$ cat src/design/sync_frame_parser_fletcher_defines.svh
// ---------------------------------------------------------------------------
// Assertion macros for the sync frame parser
// Shared property forms used by the parser's concurrent checks.
// ---------------------------------------------------------------------------
`ifndef SYNC_FRAME_PARSER_FLETCHER_DEFINES_SVH
`define SYNC_FRAME_PARSER_FLETCHER_DEFINES_SVH

// Consequent must hold in the same cycle as the antecedent.
`define SFP_ASSERT_SAME(label, clk, rst, ante, cons, msg) \
  label: assert property (@(posedge clk) disable iff (rst) (ante) |-> (cons)) \
    else $error(msg);

// Consequent must hold in the cycle after the antecedent.
`define SFP_ASSERT_NEXT(label, clk, rst, ante, cons, msg) \
  label: assert property (@(posedge clk) disable iff (rst) (ante) |=> (cons)) \
    else $error(msg);

`endif

$ cat src/design/sfp_pkg.sv
// ---------------------------------------------------------------------------
// Sync frame parser package
// Parse phases, result kinds, sync codes and the result record.
// ---------------------------------------------------------------------------
package sfp_pkg;

  // Sync pair that opens every frame.
  localparam logic [7:0] SYNC_FIRST  = 8'hB5;
  localparam logic [7:0] SYNC_SECOND = 8'h62;

  // Payload limit after reset.
  localparam logic [15:0] MAX_LEN_RESET = 16'd1024;

  // Parser phases.
  typedef enum logic [3:0] {
    PH_SYNC1   = 4'd0,
    PH_SYNC2   = 4'd1,
    PH_CLASS   = 4'd2,
    PH_ID      = 4'd3,
    PH_LEN1    = 4'd4,
    PH_LEN2    = 4'd5,
    PH_PAYLOAD = 4'd6,
    PH_CK1     = 4'd7,
    PH_CK2     = 4'd8
  } phase_t;

  // Result kinds.
  typedef enum logic [1:0] {
    KIND_DATA    = 2'd0,
    KIND_GOOD    = 2'd1,
    KIND_CKERR   = 2'd2,
    KIND_TOOLONG = 2'd3
  } kind_t;

  // One result item.
  typedef struct packed {
    kind_t       kind;
    logic [7:0]  msg_class;
    logic [7:0]  msg_id;
    logic [15:0] byte_index;
    logic [7:0]  data_byte;
    logic [15:0] payload_length;
  } result_t;

  // Stage control between the input register and the parser core.
  typedef struct packed {
    logic valid;
    logic advance;
  } stage_ctl_t;

endpackage

$ cat src/design/sfp_in_stage.sv
// ---------------------------------------------------------------------------
// Sync frame parser input register
// Holds one received byte until the parser core consumes it.
// ---------------------------------------------------------------------------
module sfp_in_stage (
  input  logic       clk,
  input  logic       rst,
  input  logic       s_tvalid,
  output logic       s_tready,
  input  logic [7:0] s_tdata,   // [7:0] rx_byte
  input  logic       out_free,  // output register can take a result this cycle
  output sfp_pkg::stage_ctl_t ctl,
  output logic [7:0] rx_byte
);

  logic held;
  logic advance;

  // The held byte moves on whenever the output side has room.
  assign advance  = held && out_free;
  assign s_tready = !held || advance;

  assign ctl.valid   = held;
  assign ctl.advance = advance;

  // Valid flag of the input register.
  always_ff @(posedge clk) begin
    if (rst) begin
      held <= 1'b0;
    end else if (s_tready) begin
      held <= s_tvalid;
    end
  end

  // Byte payload; no reset needed.
  always_ff @(posedge clk) begin
    if (s_tvalid && s_tready) begin
      rx_byte <= s_tdata;
    end
  end

endmodule

$ cat src/design/sfp_parse_core.sv
// ---------------------------------------------------------------------------
// Sync frame parser core
// Frame state, running Fletcher sums and the per-byte parse step.
// ---------------------------------------------------------------------------
`include "sync_frame_parser_fletcher_defines.svh"

module sfp_parse_core (
  input  logic                clk,
  input  logic                rst,
  input  sfp_pkg::stage_ctl_t ctl,
  input  logic [7:0]          rx_byte,
  input  logic                cfg_we,
  input  logic [15:0]         cfg_wdata,
  output logic                emit,
  output sfp_pkg::result_t    res
);

  sfp_pkg::phase_t phase, phase_next;
  logic [7:0]  frame_class, frame_class_next;
  logic [7:0]  frame_id, frame_id_next;
  logic [15:0] frame_length, frame_length_next;
  logic [15:0] bytes_received, bytes_received_next;
  logic [7:0]  sum_a, sum_a_next;
  logic [7:0]  sum_b, sum_b_next;
  logic [15:0] max_len;

  logic [7:0]  acc_a;
  logic [7:0]  acc_b;
  logic [15:0] len_full;
  logic [15:0] cnt_inc;
  sfp_pkg::kind_t kind;
  logic [15:0] res_index;
  logic [7:0]  res_data;

  // Shared arithmetic of the step.
  assign acc_a    = sum_a + rx_byte;
  assign acc_b    = sum_b + acc_a;
  assign len_full = {rx_byte, frame_length[7:0]};
  assign cnt_inc  = bytes_received + 16'd1;

  // Payload limit register.
  always_ff @(posedge clk) begin
    if (rst) begin
      max_len <= sfp_pkg::MAX_LEN_RESET;
    end else if (cfg_we) begin
      max_len <= cfg_wdata;
    end
  end

  // Next-state logic of the parser.
  always_comb begin
    phase_next          = phase;
    frame_class_next    = frame_class;
    frame_id_next       = frame_id;
    frame_length_next   = frame_length;
    bytes_received_next = bytes_received;
    sum_a_next          = sum_a;
    sum_b_next          = sum_b;
    unique case (phase)
      sfp_pkg::PH_SYNC2: begin
        phase_next          = (rx_byte == sfp_pkg::SYNC_SECOND) ? sfp_pkg::PH_CLASS
                                                                : sfp_pkg::PH_SYNC1;
        bytes_received_next = 16'd0;
        sum_a_next          = 8'd0;
        sum_b_next          = 8'd0;
      end
      sfp_pkg::PH_CLASS: begin
        sum_a_next       = acc_a;
        sum_b_next       = acc_b;
        frame_class_next = rx_byte;
        phase_next       = sfp_pkg::PH_ID;
      end
      sfp_pkg::PH_ID: begin
        sum_a_next    = acc_a;
        sum_b_next    = acc_b;
        frame_id_next = rx_byte;
        phase_next    = sfp_pkg::PH_LEN1;
      end
      sfp_pkg::PH_LEN1: begin
        sum_a_next        = acc_a;
        sum_b_next        = acc_b;
        frame_length_next = {8'd0, rx_byte};
        phase_next        = sfp_pkg::PH_LEN2;
      end
      sfp_pkg::PH_LEN2: begin
        frame_length_next   = len_full;
        bytes_received_next = 16'd0;
        if (len_full > max_len) begin
          // Too long: restart the hunt.
          phase_next = sfp_pkg::PH_SYNC1;
          sum_a_next = 8'd0;
          sum_b_next = 8'd0;
        end else begin
          sum_a_next = acc_a;
          sum_b_next = acc_b;
          phase_next = (len_full != 16'd0) ? sfp_pkg::PH_PAYLOAD : sfp_pkg::PH_CK1;
        end
      end
      sfp_pkg::PH_PAYLOAD: begin
        sum_a_next          = acc_a;
        sum_b_next          = acc_b;
        bytes_received_next = cnt_inc;
        if (cnt_inc >= frame_length) begin
          phase_next = sfp_pkg::PH_CK1;
        end
      end
      sfp_pkg::PH_CK1: begin
        if (rx_byte != sum_a) begin
          phase_next          = sfp_pkg::PH_SYNC1;
          bytes_received_next = 16'd0;
          sum_a_next          = 8'd0;
          sum_b_next          = 8'd0;
        end else begin
          phase_next = sfp_pkg::PH_CK2;
        end
      end
      sfp_pkg::PH_CK2: begin
        phase_next          = sfp_pkg::PH_SYNC1;
        bytes_received_next = 16'd0;
        sum_a_next          = 8'd0;
        sum_b_next          = 8'd0;
      end
      default: begin
        // Sync-one hunting; unused phase codes land here as well.
        phase_next = (rx_byte == sfp_pkg::SYNC_FIRST) ? sfp_pkg::PH_SYNC2
                                                      : sfp_pkg::PH_SYNC1;
      end
    endcase
  end

  // Result logic of the parser.
  always_comb begin
    emit      = 1'b0;
    kind      = sfp_pkg::KIND_DATA;
    res_index = 16'd0;
    res_data  = 8'd0;
    unique case (phase)
      sfp_pkg::PH_LEN2: begin
        if (len_full > max_len) begin
          emit = 1'b1;
          kind = sfp_pkg::KIND_TOOLONG;
        end
      end
      sfp_pkg::PH_PAYLOAD: begin
        emit      = 1'b1;
        res_index = bytes_received;
        res_data  = rx_byte;
      end
      sfp_pkg::PH_CK1: begin
        if (rx_byte != sum_a) begin
          emit = 1'b1;
          kind = sfp_pkg::KIND_CKERR;
        end
      end
      sfp_pkg::PH_CK2: begin
        emit = 1'b1;
        kind = (rx_byte == sum_b) ? sfp_pkg::KIND_GOOD : sfp_pkg::KIND_CKERR;
      end
      default: begin
        emit = 1'b0;
      end
    endcase
  end

  assign res.kind           = kind;
  assign res.msg_class      = frame_class;
  assign res.msg_id         = frame_id;
  assign res.byte_index     = res_index;
  assign res.data_byte      = res_data;
  assign res.payload_length = frame_length_next;

  // Frame state registers, updated as each byte is consumed.
  always_ff @(posedge clk) begin
    if (rst) begin
      phase          <= sfp_pkg::PH_SYNC1;
      frame_class    <= 8'd0;
      frame_id       <= 8'd0;
      frame_length   <= 16'd0;
      bytes_received <= 16'd0;
      sum_a          <= 8'd0;
      sum_b          <= 8'd0;
    end else if (ctl.advance) begin
      phase          <= phase_next;
      frame_class    <= frame_class_next;
      frame_id       <= frame_id_next;
      frame_length   <= frame_length_next;
      bytes_received <= bytes_received_next;
      sum_a          <= sum_a_next;
      sum_b          <= sum_b_next;
    end
  end

  // Checks on the parse step.
  `SFP_ASSERT_SAME(a_advance_held, clk, rst, ctl.advance, ctl.valid,
    "parse step without a held byte")
  `SFP_ASSERT_SAME(a_payload_emits, clk, rst, ctl.advance && phase == sfp_pkg::PH_PAYLOAD,
    emit && kind == sfp_pkg::KIND_DATA, "payload byte gave no data result")
  `SFP_ASSERT_NEXT(a_index_steps, clk, rst, ctl.advance && phase == sfp_pkg::PH_PAYLOAD,
    bytes_received == $past(bytes_received) + 16'd1, "payload index did not step")
  `SFP_ASSERT_NEXT(a_status_rehunts, clk, rst,
    ctl.advance && emit && kind != sfp_pkg::KIND_DATA,
    phase == sfp_pkg::PH_SYNC1 && sum_a == 8'd0 && sum_b == 8'd0,
    "status result without restart of hunting")

endmodule

$ cat src/design/sfp_out_stage.sv
// ---------------------------------------------------------------------------
// Sync frame parser output register
// Holds one result until the downstream side takes it.
// ---------------------------------------------------------------------------
module sfp_out_stage (
  input  logic             clk,
  input  logic             rst,
  input  logic             load,      // a byte is consumed this cycle
  input  logic             emit,      // that byte produces a result
  input  sfp_pkg::result_t res,
  output logic             out_free,
  output logic             m_tvalid,
  input  logic             m_tready,
  output sfp_pkg::result_t held_res
);

  // Room for a new result when empty or when the current one is leaving.
  assign out_free = !m_tvalid || m_tready;

  // Valid flag of the output register.
  always_ff @(posedge clk) begin
    if (rst) begin
      m_tvalid <= 1'b0;
    end else if (load) begin
      m_tvalid <= emit;
    end else if (m_tready) begin
      m_tvalid <= 1'b0;
    end
  end

  // Result payload; no reset needed.
  always_ff @(posedge clk) begin
    if (load && emit) begin
      held_res <= res;
    end
  end

endmodule

$ cat src/design/sync_frame_parser_fletcher.sv
// ---------------------------------------------------------------------------
// Sync frame parser with Fletcher checksum
// Byte stream in, payload bytes and frame status out.
// ---------------------------------------------------------------------------
// Usage:
//   The slave channel takes one received byte per transaction in s_tdata.
//   The parser hunts for the sync pair B5 62, reads class, id and a
//   little-endian length, then passes each payload byte out on the master
//   channel with class, id and its index. After the checksum bytes one
//   status transaction reports a good frame or a checksum error; a wrong
//   first checksum byte reports the error at once. A declared length above
//   the limit in cfg_wdata gives a too-long status instead. Every status
//   returns the parser to sync hunting. An accepted byte is held in the input
//   register, then parsed into the output register, from which its result
//   is offered on the master channel.
//   Throughput: one byte per cycle while the receiver does not stall.
//   When the receiver stalls, the held result waits in the output register,
//   one more byte waits in the input register, and s_tready then drops.
//   Reset clears both registers, the frame state and sets the limit to 1024.
//   Write cfg_we/cfg_wdata only while no bytes are in flight.
// ---------------------------------------------------------------------------
module sync_frame_parser_fletcher (
  input  logic        clk,
  input  logic        rst,
  input  logic        s_tvalid,
  output logic        s_tready,
  input  logic [7:0]  s_tdata,   // [7:0] rx_byte
  output logic        m_tvalid,
  input  logic        m_tready,
  output logic [55:0] m_tdata,   // [7:0] msg_class, [15:8] msg_id,
                                 // [31:16] byte_index, [39:32] data_byte,
                                 // [55:40] payload_length
  output logic [1:0]  m_tuser,   // [1:0] kind
  input  logic        cfg_we,
  input  logic [15:0] cfg_wdata  // max_payload_length
);

  sfp_pkg::stage_ctl_t ctl;
  sfp_pkg::result_t    res;
  sfp_pkg::result_t    held_res;
  logic [7:0]          rx_byte;
  logic                out_free;
  logic                emit;

  // Input register.
  sfp_in_stage u_in (
    .clk      (clk),
    .rst      (rst),
    .s_tvalid (s_tvalid),
    .s_tready (s_tready),
    .s_tdata  (s_tdata),
    .out_free (out_free),
    .ctl      (ctl),
    .rx_byte  (rx_byte)
  );

  // Parse step and frame state.
  sfp_parse_core u_core (
    .clk       (clk),
    .rst       (rst),
    .ctl       (ctl),
    .rx_byte   (rx_byte),
    .cfg_we    (cfg_we),
    .cfg_wdata (cfg_wdata),
    .emit      (emit),
    .res       (res)
  );

  // Output register.
  sfp_out_stage u_out (
    .clk      (clk),
    .rst      (rst),
    .load     (ctl.advance),
    .emit     (emit),
    .res      (res),
    .out_free (out_free),
    .m_tvalid (m_tvalid),
    .m_tready (m_tready),
    .held_res (held_res)
  );

  // Pack the result onto the master channel.
  assign m_tdata = {held_res.payload_length, held_res.data_byte, held_res.byte_index,
                    held_res.msg_id, held_res.msg_class};
  assign m_tuser = held_res.kind;

endmodule
$ cat config.mk
export PLATFORM = sky130hd
export DESIGN_NAME = sync_frame_parser_fletcher
export DESIGN_NICKNAME = d
export VERILOG_FILES = /design/src/design/sfp_pkg.sv /design/src/design/sfp_in_stage.sv /design/src/design/sfp_parse_core.sv /design/src/design/sfp_out_stage.sv /design/src/design/sync_frame_parser_fletcher.sv
export VERILOG_INCLUDE_DIRS = /design/src /design/src/design
export SDC_FILE = /design/constraint.sdc
export NUM_CORES = 1
export LEC_CHECK = 0
export BUFFER_PORTS_ARGS = -buffer_cell sky130_fd_sc_hd__buf_2
export CELL_PAD_IN_SITES_DETAIL_PLACEMENT = 1
export CELL_PAD_IN_SITES_GLOBAL_PLACEMENT = 1
export CORE_MARGIN = 4
export CORE_UTILIZATION = 49
export CTS_CLUSTER_SIZE = 40
export DETAILED_ROUTE_END_ITERATION = 7
export PLACE_DENSITY_LB_ADDON = 0.1
export REMOVE_ABC_BUFFERS = 1
export SYNTH_ARGS = -nofsm -noshare
export SYNTH_HDL_FRONTEND = slang
export SYNTH_SLANG_ARGS = --single-unit
$ cat constraint.sdc
create_clock -name clk -period 14.9 [get_ports clk]
set_clock_uncertainty 0.2 [all_clocks]
set_input_delay 2.98 -clock clk [delete_from_list [all_inputs] [get_ports clk]]
set_output_delay 2.98 -clock clk [all_outputs]
set_load 0.01 [all_outputs]
==> Yosys cells after proc, flatten, opt, wreduce, memory -nomap -nowiden <==
Cells that the tools add are included.
{ "word_totals": {"out_inout_bits": 60, "register_bits": 152, "wordCells": 80, "inputBits": 29} }
{ "classes": {"n_addsub": 3, "muxes": 24, "n_eq_ne": 14, "magnitude_cmp": 2, "reduce_logical": 20} }
{ "op_table": {"columns": ["operator", "n"], "rows": [
  ["8-bit case mux with 4 select lines", 2],
  ["16-bit case mux with 3 select lines", 1],
  ["16-bit case mux with 2 select lines", 1],
  ["4-bit case mux with 8 select lines", 1],
  ["8-bit two-way mux", 3],
  ["16-bit by 1-bit adder with 16-bit output (second input constant)", 1],
  ["8-bit adder", 2],
  ["4-bit by 3-bit equality test with 1-bit output (second input constant)", 4],
  ["16-bit >= comparator", 1],
  ["16-bit > comparator", 1],
  ["16-bit two-way mux", 1],
  ["16-bit nonzero test", 1],
  ["4-bit two-way mux", 3],
  ["4-bit by 2-bit equality test with 1-bit output (second input constant)", 2],
  ["8-bit by 7-bit equality test with 1-bit output (second input constant)", 1],
  ["8-bit equality test", 1],
  ["8-bit equality test (second input constant)", 1],
  ["2-bit two-way mux", 4],
  ["8-bit inequality test", 1],
  ["1-bit two-way mux", 6],
  ["2-bit case mux with 3 select lines", 1],
  ["2-bit AND reduction", 3],
  ["3-bit AND reduction", 2],
  ["4-bit by 1-bit equality test with 1-bit output (second input constant)", 1],
  ["other kinds (12)", 18]
]} }

==> Depth between registers and ports, before layout <==
Gate-level depths: netlist of run 1.
{ "depth": {"word_depth": 5, "depth_mapped": 14} }

==> Modules after synthesis <==
A second synthesis of run 1 with hierarchy kept.
{ "unflattened": {"hier_cells": 744, "area_unflattened_um2": 7504.7} }
{ "modules_own_cells": {"columns": ["mod", "cells_per_inst", "area_each_um2", "n_inst"], "rows": [
  ["sfp_parse_core", 665, 5385.2, 1],
  ["sfp_out_stage", 63, 1801.7, 1],
  ["sfp_in_stage", 16, 317.8, 1]
]} }

==> Least setup slack after synthesis of run 1 <==
Ideal clock, no wire load.
{ "synth_timing": {"path_kind": "input-to-reg", "startpoint": "input m_tready", "endpoint": "register u_out.held_res[0] (netlist name)", "path_slack_ns": 8.002, "setup_ns": 0.493, "path_stages": 4, "arrival_time_ns": 6.205, "required_ns": 14.207, "cell_sequence": "nand2b_1 nand2_1 clkbuf_1 a21oi_1"} }
{ "synth_via": {"elab_chain_len": 3} }
{ "synth_rtl": {"columns": ["element", "line", "source"], "rows": [
  ["from (decl)", "sync_frame_parser_fletcher.sv:29", "input logic m_tready,"],
  ["1-bit logical OR", "sfp_out_stage.sv:18", "assign out_free = !m_tvalid || m_tready;"],
  ["1-bit logical AND", "sfp_in_stage.sv:20", "assign advance = held && out_free;"],
  ["1-bit logical AND", "sfp_out_stage.sv:33", "if (load && emit) begin"]
]} }
No other way between the ends.
A chain may end at the register's enable or synchronous reset.

==> Worst setup path after layout of run 1 <==
{ "layout_timing": {"startpoint": "input m_tready", "endpoint": "output s_tready"} }
{ "layout_via": {"elab_chain_len": 3} }
{ "layout_rtl": {"columns": ["element", "line", "source"], "rows": [
  ["1-bit logical OR", "sfp_out_stage.sv:18", null],
  ["1-bit logical AND", "sfp_in_stage.sv:20", null],
  ["1-bit logical OR", "sfp_in_stage.sv:21", "assign s_tready = !held || advance;"],
  ["to (decl)", "sync_frame_parser_fletcher.sv:26", "output logic s_tready,"]
]} }
No other way between the ends.

==> results of run 1 <==
## cells in the mapped netlist (3+ instances only)
master,number,share of area [%]
sky130_fd_sc_hd__a21oi_1,68,4.5
sky130_fd_sc_hd__nand2_1,65,3.2
sky130_fd_sc_hd__buf_2,7,0.46
sky130_fd_sc_hd__o21ai_0,35,2.3
sky130_fd_sc_hd__and3_1,5,0.41
sky130_fd_sc_hd__o211ai_1,3,0.30
sky130_fd_sc_hd__and2_1,27,2.2
sky130_fd_sc_hd__a22oi_1,5,0.49
sky130_fd_sc_hd__clkbuf_1,32,1.6
sky130_fd_sc_hd__or3_1,9,0.74
sky130_fd_sc_hd__nor2_1,83,4.1
sky130_fd_sc_hd__or4_1,3,0.30
sky130_fd_sc_hd__inv_1,39,1.9
sky130_fd_sc_hd__nor3_1,10,0.66
sky130_fd_sc_hd__xnor2_1,29,3.3
sky130_fd_sc_hd__o21a_1,3,0.30
sky130_fd_sc_hd__edfxtp_1,66,26
sky130_fd_sc_hd__nand4_1,12,0.99
sky130_fd_sc_hd__a21o_1,3,0.30
sky130_fd_sc_hd__nand2b_1,8,0.66
sky130_fd_sc_hd__ha_1,47,7.7
sky130_fd_sc_hd__mux2i_1,31,4.1
sky130_fd_sc_hd__nand4b_1,3,0.35
sky130_fd_sc_hd__xor2_1,5,0.58
sky130_fd_sc_hd__nor4_1,5,0.41
sky130_fd_sc_hd__a31oi_1,8,0.66
sky130_fd_sc_hd__nor2b_1,7,0.58
sky130_fd_sc_hd__dfxtp_1,86,23
sky130_fd_sc_hd__nand3_1,37,2.4
sky130_fd_sc_hd__o21bai_1,3,0.30
## cell type report
cell class,instances,share of cell area [%]
sequential,152,42.7
multi-input combinational,547,40.6
inverter,39,1.69
tap,188,2.71
timing repair buffer,93,5.51
clock buffer,17,4.90
clock inverter,15,1.89
## path summary, 6_finish.rpt
kind / end / slack, ps / cells after the start
hold reg to reg: u_out.held_res[44] / 230 / 0
setup / recovery: s_tready / 8210 / 4
hold / removal: u_out.held_res[44] / 230 / 0
setup reg to reg: u_core.sum_b[7] / 10930 / 12
## metrics by stage
step	total power [W]	area, µm²	hold slack [ps]
floorplan	0.000538	7350	208
global placement	0.000575	8090	215
detailed placement	0.000582	8090	217
CTS	0.00102	8680	233
global route	0.00105	8680	252
finish	0.00101	8680	234
## worst max-delay path: cells and delay by family
family / cells / cell delay (ps)
simple gates: 2 / 280
buf+inv: 2 / 240
## per-layer routing
layer	GRT usage [%]	vias up
li1	-	2870
met1	30.1	2941
met5	0	-
met3	4.41	35
met2	39.6	139
met4	7.91	0
## state kept, by name (all words and copies together), names as in the netlist, 16 cells and up
register	flops
u_core.frame_length	16
u_out.held_res	58
u_core.max_len	16
u_core.bytes_received	16
## cell families (layout without fill, tap and decap cells)
family          after synthesis  after routing  share of synthesized area, %
compound gates              144            144                          10.9
xor+xnor                     34             34                          3.91
fa+ha+maj                    49             49                          8.25
buf+inv                      86            164                          5.33
flops                       152            152                          48.7
mux                          31             31                          4.08
simple gates                289            289                          18.9
## cell usage in the layout (no fill, tap or decap), types with 7 or more instances in the layout
cell | Yosys | final
sky130_fd_sc_hd__buf_2 | 7 | 88
sky130_fd_sc_hd__and2_1 | 27 | 27
sky130_fd_sc_hd__or3_1 | 9 | 9
sky130_fd_sc_hd__nor2b_1 | 7 | 7
sky130_fd_sc_hd__mux2i_1 | 31 | 31
sky130_fd_sc_hd__edfxtp_1 | 66 | 66
sky130_fd_sc_hd__ha_1 | 47 | 47
sky130_fd_sc_hd__dfxtp_1 | 86 | 86
sky130_fd_sc_hd__o21ai_0 | 35 | 35
sky130_fd_sc_hd__nand2b_1 | 8 | 8
sky130_fd_sc_hd__inv_1 | 39 | 39
sky130_fd_sc_hd__nor3_1 | 10 | 9
sky130_fd_sc_hd__a31oi_1 | 8 | 8
sky130_fd_sc_hd__xnor2_1 | 29 | 29
sky130_fd_sc_hd__a21oi_1 | 68 | 67
sky130_fd_sc_hd__nand2_1 | 65 | 65
sky130_fd_sc_hd__nor2_1 | 83 | 83
sky130_fd_sc_hd__nand4_1 | 12 | 12
sky130_fd_sc_hd__nand3_1 | 37 | 37
sky130_fd_sc_hd__clkbuf_16 | 1 | 17
## power breakdown
group | leakage (nW) | internal, W | switching (W) | total [W]
sequential | 1.27 | 0.000446 | 0.0000211 | 0.000468
clock | 0.288 | 0.000251 | 0.000186 | 0.000437
combinational | 1.87 | 0.0000411 | 0.0000665 | 0.000108
==> results summary, run 1 <==
The total congestion overflow after global routing came out at 0. Dividing total power by cell area gives a power density of 117 mW/mm². The master of the slowest instance on the critical path is sky130_fd_sc_hd__nor2b_1. Across all layers, the routed design uses between 5000 and 6000 vias. The number of remaining DRC errors is 0. The number of hold violations in the final report came out at 0. The Yosys warning count came out at 0. The worst setup path is of the in -> out kind. Measured along the y axis, the die boundary spans 133 µm. The wire length on met2 is ~10 mm. Before CTS, the worst setup slack after placement is 8200 ps. The clock tree synthesis step divided the H-tree into 4 levels. Derived from the worst setup path, the maximum achievable clock frequency is 149 MHz. Global routing consumed, over all layers together, 23.3% of the routing resources. The endpoint arrival time on the critical path came out at around 3500 ps. The average routed wire per standard cell came out at 19.1 µm. The TritonCTS clock tree is done.

Routability-driven placement finished with a final weighted congestion of 0.804. The detailed placer's ending HPWL is 13.6 mm. In the routed layout, each cell is associated on average with a via count of 5.69.

The CTS sink count came out at 152. The number of input and output port buffers inserted came out at 88. The fraction of final layout cells with drive strength greater than 1 is 16.2%. The row count is 45. The required time of the critical path came out at 11720 ps. Once routing completed, OpenROAD measured the worst setup slack at between 8000 and 9000 ps. The highest metal layer carrying signal wires in the routed design is met4. In this design, the stage delay of the slowest critical-path cell is 190 ps.

The share of the Yosys chip area taken by registers is between 40% and 50%. The maximum vdd ir drop came out at 0.0000834 V. The relative slew slack came out at 17.3%. Setup repair after global routing left no endpoint under its margin.

The clock root buffer is sky130_fd_sc_hd__clkbuf_16. Among the stages of the critical path, the cell type that occurs most often is sky130_fd_sc_hd__buf_2. The number of unique standard cell types used by synthesis came out at 62. The count of antenna-violating nets left after detailed routing came out at 0.

The number of DRC violations after detailed-routing iteration 0 is 335. The total wire length after detailed routing came out at between 20 and 25 mm. The number of diodes is 0.

The count of flip-flops with a built-in enable after synthesis is 66. Tracing the worst setup path back leads to its startpoint at m_tready. In this run the static leakage power is between 3 and 4 nW. The critical path endpoint category is a primary output.

The later pin in the worst-skew pair is clocked with a latency of between 400 and 500 ps. The number of buffers added by the clock tree synthesis step came out at 17. The post-CTS setup repair buffer count came out at 0.

The routed design uses 839 µm of met3 wire. The first-pass iteration count of the detailed router came out at 5. Adding up every negative setup slack in the final design gives 0 ps. Synthesis inferred about 150 register bits. The clock tree buffer depth is 2.

The number of antenna violations at the first check in global routing came out at 0. The final setup violation count is 0. The startpoint kind of the worst setup timing path is an input port.

The origin of the critical flop-to-flop path is u_in.rx_byte[0]. The area enclosed by the die boundary came out at around 0.018 mm². The max-cap check violation count came out at 0. Clock-pin slew was measured on the worst setup and hold paths at 60 ps. Pin placement for this block handled 89 I/O pins.

The initial utilization of the core area, before any placement, comes to 50.1%. The synthesized instance count came out at slightly below 800. The number of global-route vias before repair was 6315. The post-placement cell count came out at 1019. The flow ran to the end, and the final reports show no timing, DRC or antenna violations. The max-slew violation count is 0. The time the worst path needs with I/O delays and setup is 6690 ps. The largest net degree at the start of global routing is 83.

The area growth from synthesis to layout is 14.0%. The worst hold path startpoint is u_core.frame_id[4]. Of all flip-flops after synthesis, the portion carrying an async set or reset was 0%.

The met1 routed wirelength after detailed routing is 8.92 mm. The final period utilization is between 40% and 50%. The type of the most critical hold path is reg -> reg. The first-pass GRT wire length came out at 33.1 mm. The multi-input gate area in the final layout came out at 0.00353 mm². At the pin with the least slew margin, the transition time is between 1000 and 1500 ps. Hold repair after CTS inserted 0 buffers. A synthesized cell averages around 9.7 µm². The number of filler cells placed in the layout is 1728. The combined flip-flop and latch cell area came out at 0.00370 mm². The floorplan step set the die width to 133 µm.

The number of non-filler instances in the completed layout is 1051. The signal on the critical path passes through buf_2 > nor2b_1 > nand2_1 > buf_2. The peak fanout along the critical path is 3.

The cell area after synthesis is roughly 0.0076 mm². The most used flip-flop cell after synthesis is sky130_fd_sc_hd__dfxtp_1. The floorplan step defined a core boundary enclosing 0.0152 mm². The utilization of the core after routing came out at ~57%. After the last flow step, the layout net total stands at about 930. The number of cells upsized or downsized after cts came out at 0.
(Power assumes the default switching activity.)
==> run 2: changes to the inputs <==
- ABC_AREA: not set -> 1
- CORE_UTILIZATION: 49 -> 45
- clock period: 14.9 -> 6.95 ns (I/O delays scaled with it)
==> results summary, run 2 <==
The share of flip-flops with an asynchronous set or reset came out at 0%. The largest net degree at the start of global routing came out at 59. Summing internal, switching and leakage power gives roughly 0.0021 W.

The first-pass iteration count of the detailed router came out at 4. Counting the fill cells in the layout gives 1965. The total I/O pin count is 89. STA classifies the critical path endpoint as a flip-flop. The sum of negative setup slack is 0 ps.

The area enclosed by the die boundary is 0.0191 mm². The part of the Yosys area used for sequential elements is 48.5%. The repair_antennas step left the layout with diodes totalling 0.

The portion of synthesized cell area occupied by the leading cell type is between 20% and 30%. The end of the worst register-to-register path is u_core.sum_b[7]. At the later pin of the worst-skew pair, clock insertion delay measures 430 ps. The global-route usage over all layers is about a fifth. The library cells used most frequently in the layout, excluding fill and tap cells, are sky130_fd_sc_hd__inv_1 (115), sky130_fd_sc_hd__nand2_1 (105), sky130_fd_sc_hd__a21oi_1 (91). The number of global-route vias before repair was 6663. The row count is 47. The max-slew violation count is 0. Yosys attributes the largest share of cell area to sky130_fd_sc_hd__edfxtp_1 (26%), sky130_fd_sc_hd__dfxtp_1 (23%), sky130_fd_sc_hd__ha_1 (7.7%), sky130_fd_sc_hd__a21oi_1 (6.0%), sky130_fd_sc_hd__inv_1 (5.7%). From synthesis to final layout, the design area changed by 15.4%. The first global-routing pass estimated between 30 and 40 mm of wire. TritonCTS built the clock tree.

The routability-driven placement congestion ratio came out at 0.869. For this run, design rule violations remaining after detail routing come to 0. Counting along the longest clock path gives a buffer depth of 2. The startpoint identified for the worst hold timing path is u_core.frame_id[3]. The cell area that synthesis handed to floorplanning was 0.00764 mm².

The number of levels in the clock H-tree is 4. The total congestion overflow after global routing came out at 0. The most common library cell in the layout ignoring fill and taps is sky130_fd_sc_hd__inv_1. The end point of the most critical hold path is u_out.held_res[43]. The actual slew at the worst max-slew pin came out at 984 ps. In this run the worst path has a maximum fanout of 6.

The biggest area contributor in the post-synthesis netlist is sky130_fd_sc_hd__edfxtp_1. Across all register-to-register paths, the minimum setup slack is about 3500 ps. The core region is 0.0166 mm². In the global route stage, met3 resource usage came out at under 10%. After layout, the worst path uses 49.5% of the clock period.

The detailed placer's ending HPWL is 14.3 mm. The worst register-to-register path has a depth of 17. The count of vias placed by the detailed router is between 6000 and 7000. The utilization of the core after routing is 53.2%. The endpoint arrival time on the critical path came out at 3590 ps. The average routed wire per standard cell came out at approximately 17 µm. The number of gates resized after CTS was 0. The number of antenna violations at the first check in global routing came out at 0. The type of the most critical hold path is reg -> reg. The startpoint identified for the worst register-to-register timing path is u_in.rx_byte[0]. The width of the die is 138 µm. The flow ran to the end, and the final reports show no timing, DRC or antenna violations. The floorplan step set the die height to between 100 and 150 µm. In this run, post-CTS hold repair placed 0 buffers. The signal on the critical path passes through ha_1 > fa_1 > nand3_1 > nand2_1 > nand2_1 > nand2_1 > a21oi_1 > xnor2_1 > ha_1 > a21oi_1 > o21ai_0 > a21oi_1 > nand3b_1 > nand2_1 > inv_1 > nand3_1 > a21oi_1. The average cell area after synthesis came out at 8.93 µm². For this run, global-route usage on met1 was measured as between 20% and 30%. The number of hold violations in the final report came out at 0.

The category of the most critical setup path is reg -> reg. The post-CTS setup repair buffer count came out at 0. The maximum vdd ir drop is 0.000174 V.

The delay of the slowest critical-path stage is between 500 and 600 ps. The static leakage power is 3.87 nW. By instance count, the leading cell after synthesis is sky130_fd_sc_hd__inv_1. The cell depth of the worst hold path came out at 0. Sorting the synthesized cells by how often they occur yields sky130_fd_sc_hd__inv_1 (116), sky130_fd_sc_hd__nand2_1 (105), sky130_fd_sc_hd__a21oi_1 (91), sky130_fd_sc_hd__dfxtp_1 (86), sky130_fd_sc_hd__edfxtp_1 (66). The number of buffers added by the clock tree synthesis step is 17. The final setup violation count is 0. The global routing usage on met2 is between 30% and 40%.

After global routing, the most crowded layer is met2. Setup repair after global routing left no endpoint under its margin. The slowest stage of the critical path is the sky130_fd_sc_hd__edfxtp_1 cell.

The max-cap check violation count came out at 0. The flip-flop and latch count after synthesis is 152. At the end of the flow, the number of nets in the layout was 1016.

The clock root buffer is sky130_fd_sc_hd__clkbuf_16. The register with the most flip-flops in the layout has between 50 and 60 of them. The number of unique standard cell types used by synthesis came out at 44. The synthesized instance count is 855.

In this run, synthesis inferred 66 flip-flops with an integrated enable. Data on the critical path is required at its endpoint by slightly above 7000 ps. The post-route netlist has 20.0% of its cells at a drive strength greater than 1. The clock transition at the registers of the reported paths is 70 ps. STA classifies the critical path startpoint as a flip-flop. In the synthesized netlist the dominant register cell turns out to be sky130_fd_sc_hd__dfxtp_1. The initial core utilization came out at about 46%. The time the worst path needs with I/O delays and setup came out at 3440 ps. The count of nets left with antenna violations once routing finished came out at 0. Measured against its own limit, the worst slew margin works out to 34.2%.

The largest register by flop count is u_out.held_res. The peak clock frequency supported by timing came out at 291 MHz. The multi-input gate area in the final layout came out at approximately 0.0033 mm². In this run the tool buffered the top-level ports with 88 buffer cells.

Yosys printed 0 warnings. The CTS sink count came out at 152. The total power density per cell area is roughly 240 mW/mm². The via-per-instance ratio came out at 5.32. The total wire length after detailed routing is 20.1 mm. The detailed router finished its first iteration with 330 violations. The combined flip-flop and latch cell area is approximately 0.0037 mm².
## run 2: changes by cell type in the layout (fill, tap and decap cells not counted), sizes merged, moves of 17 or more
cell,previous run,this run
o21ai,38,65
xor2,5,25
xnor2,29,4
and2,30,0
nor2,83,66
nand2,65,128
mux2i,31,0
inv,47,134
a21oi,69,111
## run 2: metal layers
layer	wire length [µm]	vias to the layer above
li1	-	3034
met2	10300	142
met1	8400	3024
met5	0	-
met4	476	0
met3	912	34
## run 2: final cells by class
cell class / instances / area share [%]
clock buffers: 19 / 5.27
repair buffers: 91 / 5.25
multi-input cells: 550 / 37.3
well taps: 220 / 3.12
clock inverters: 13 / 1.59
inverters: 126 / 5.48
flip-flops and latches: 152 / 42.0
## run 2: metrics by stage
stage / area (µm²) / hold slack [ps] / setup WS [ps] / std cells
3_3_place_gp: 8210 / 212 / 3550 / 1139
3_5_place_dp: 8210 / 212 / 3470 / 1139
4_1_cts: 8810 / 233 / 3480 / 1171
2_1_floorplan: 7470 / 203 / 2940 / 828
6_report: 8810 / 232 / 3510 / 1171
5_1_grt: 8810 / 236 / 3180 / 1171
## run 2: worst max path at each step
| stage | slack, ps | from | end | depth (start not counted) |
|---|---|---|---|---|
| final | 3510 | u_in.rx_byte[0] | u_core.sum_b[7] | 17 |
| after global routing | 3180 | u_core.bytes_received[0] | u_core.phase[1] | 17 |
| after CTS | 3480 | u_core.phase[1] | u_out.held_res[14] | 11 |
| after detailed placement | 3470 | rst | u_core.frame_id[6] | 5 |
| after global placement | 3550 | m_tready | u_out.held_res[12] | 9 |
| after floorplan | 2940 | m_tready | u_out.held_res[0] | 6 |
## run 2: kinds of logic (layout without fill, tap and decap cells)
logic type,after synthesis,count (layout),share of synthesized area [%]
xor+xnor,29,29,3.42
fa+ha+maj,49,49,8.22
buf+inv,153,249,8.50
compound gates,190,190,13.7
simple gates,282,282,17.6
flops,152,152,48.5
## run 2: power by group
part           internal, W  switching, W
clock network     0.000512      0.000430
logic            0.0000564      0.000118
registers         0.000949     0.0000176
total              0.00152      0.000566
## run 2: worst max-delay path, delay by kind of cell, from the launching register on
kind,cells,cell delay (ps)
XOR/XNOR,1,180
AND/OR/NAND/NOR,7,580
flip-flops,1,530
buffers and inverters,1,50
adder cells (fa/ha/maj),3,1040
AO/OA/AOI/OAI,5,780
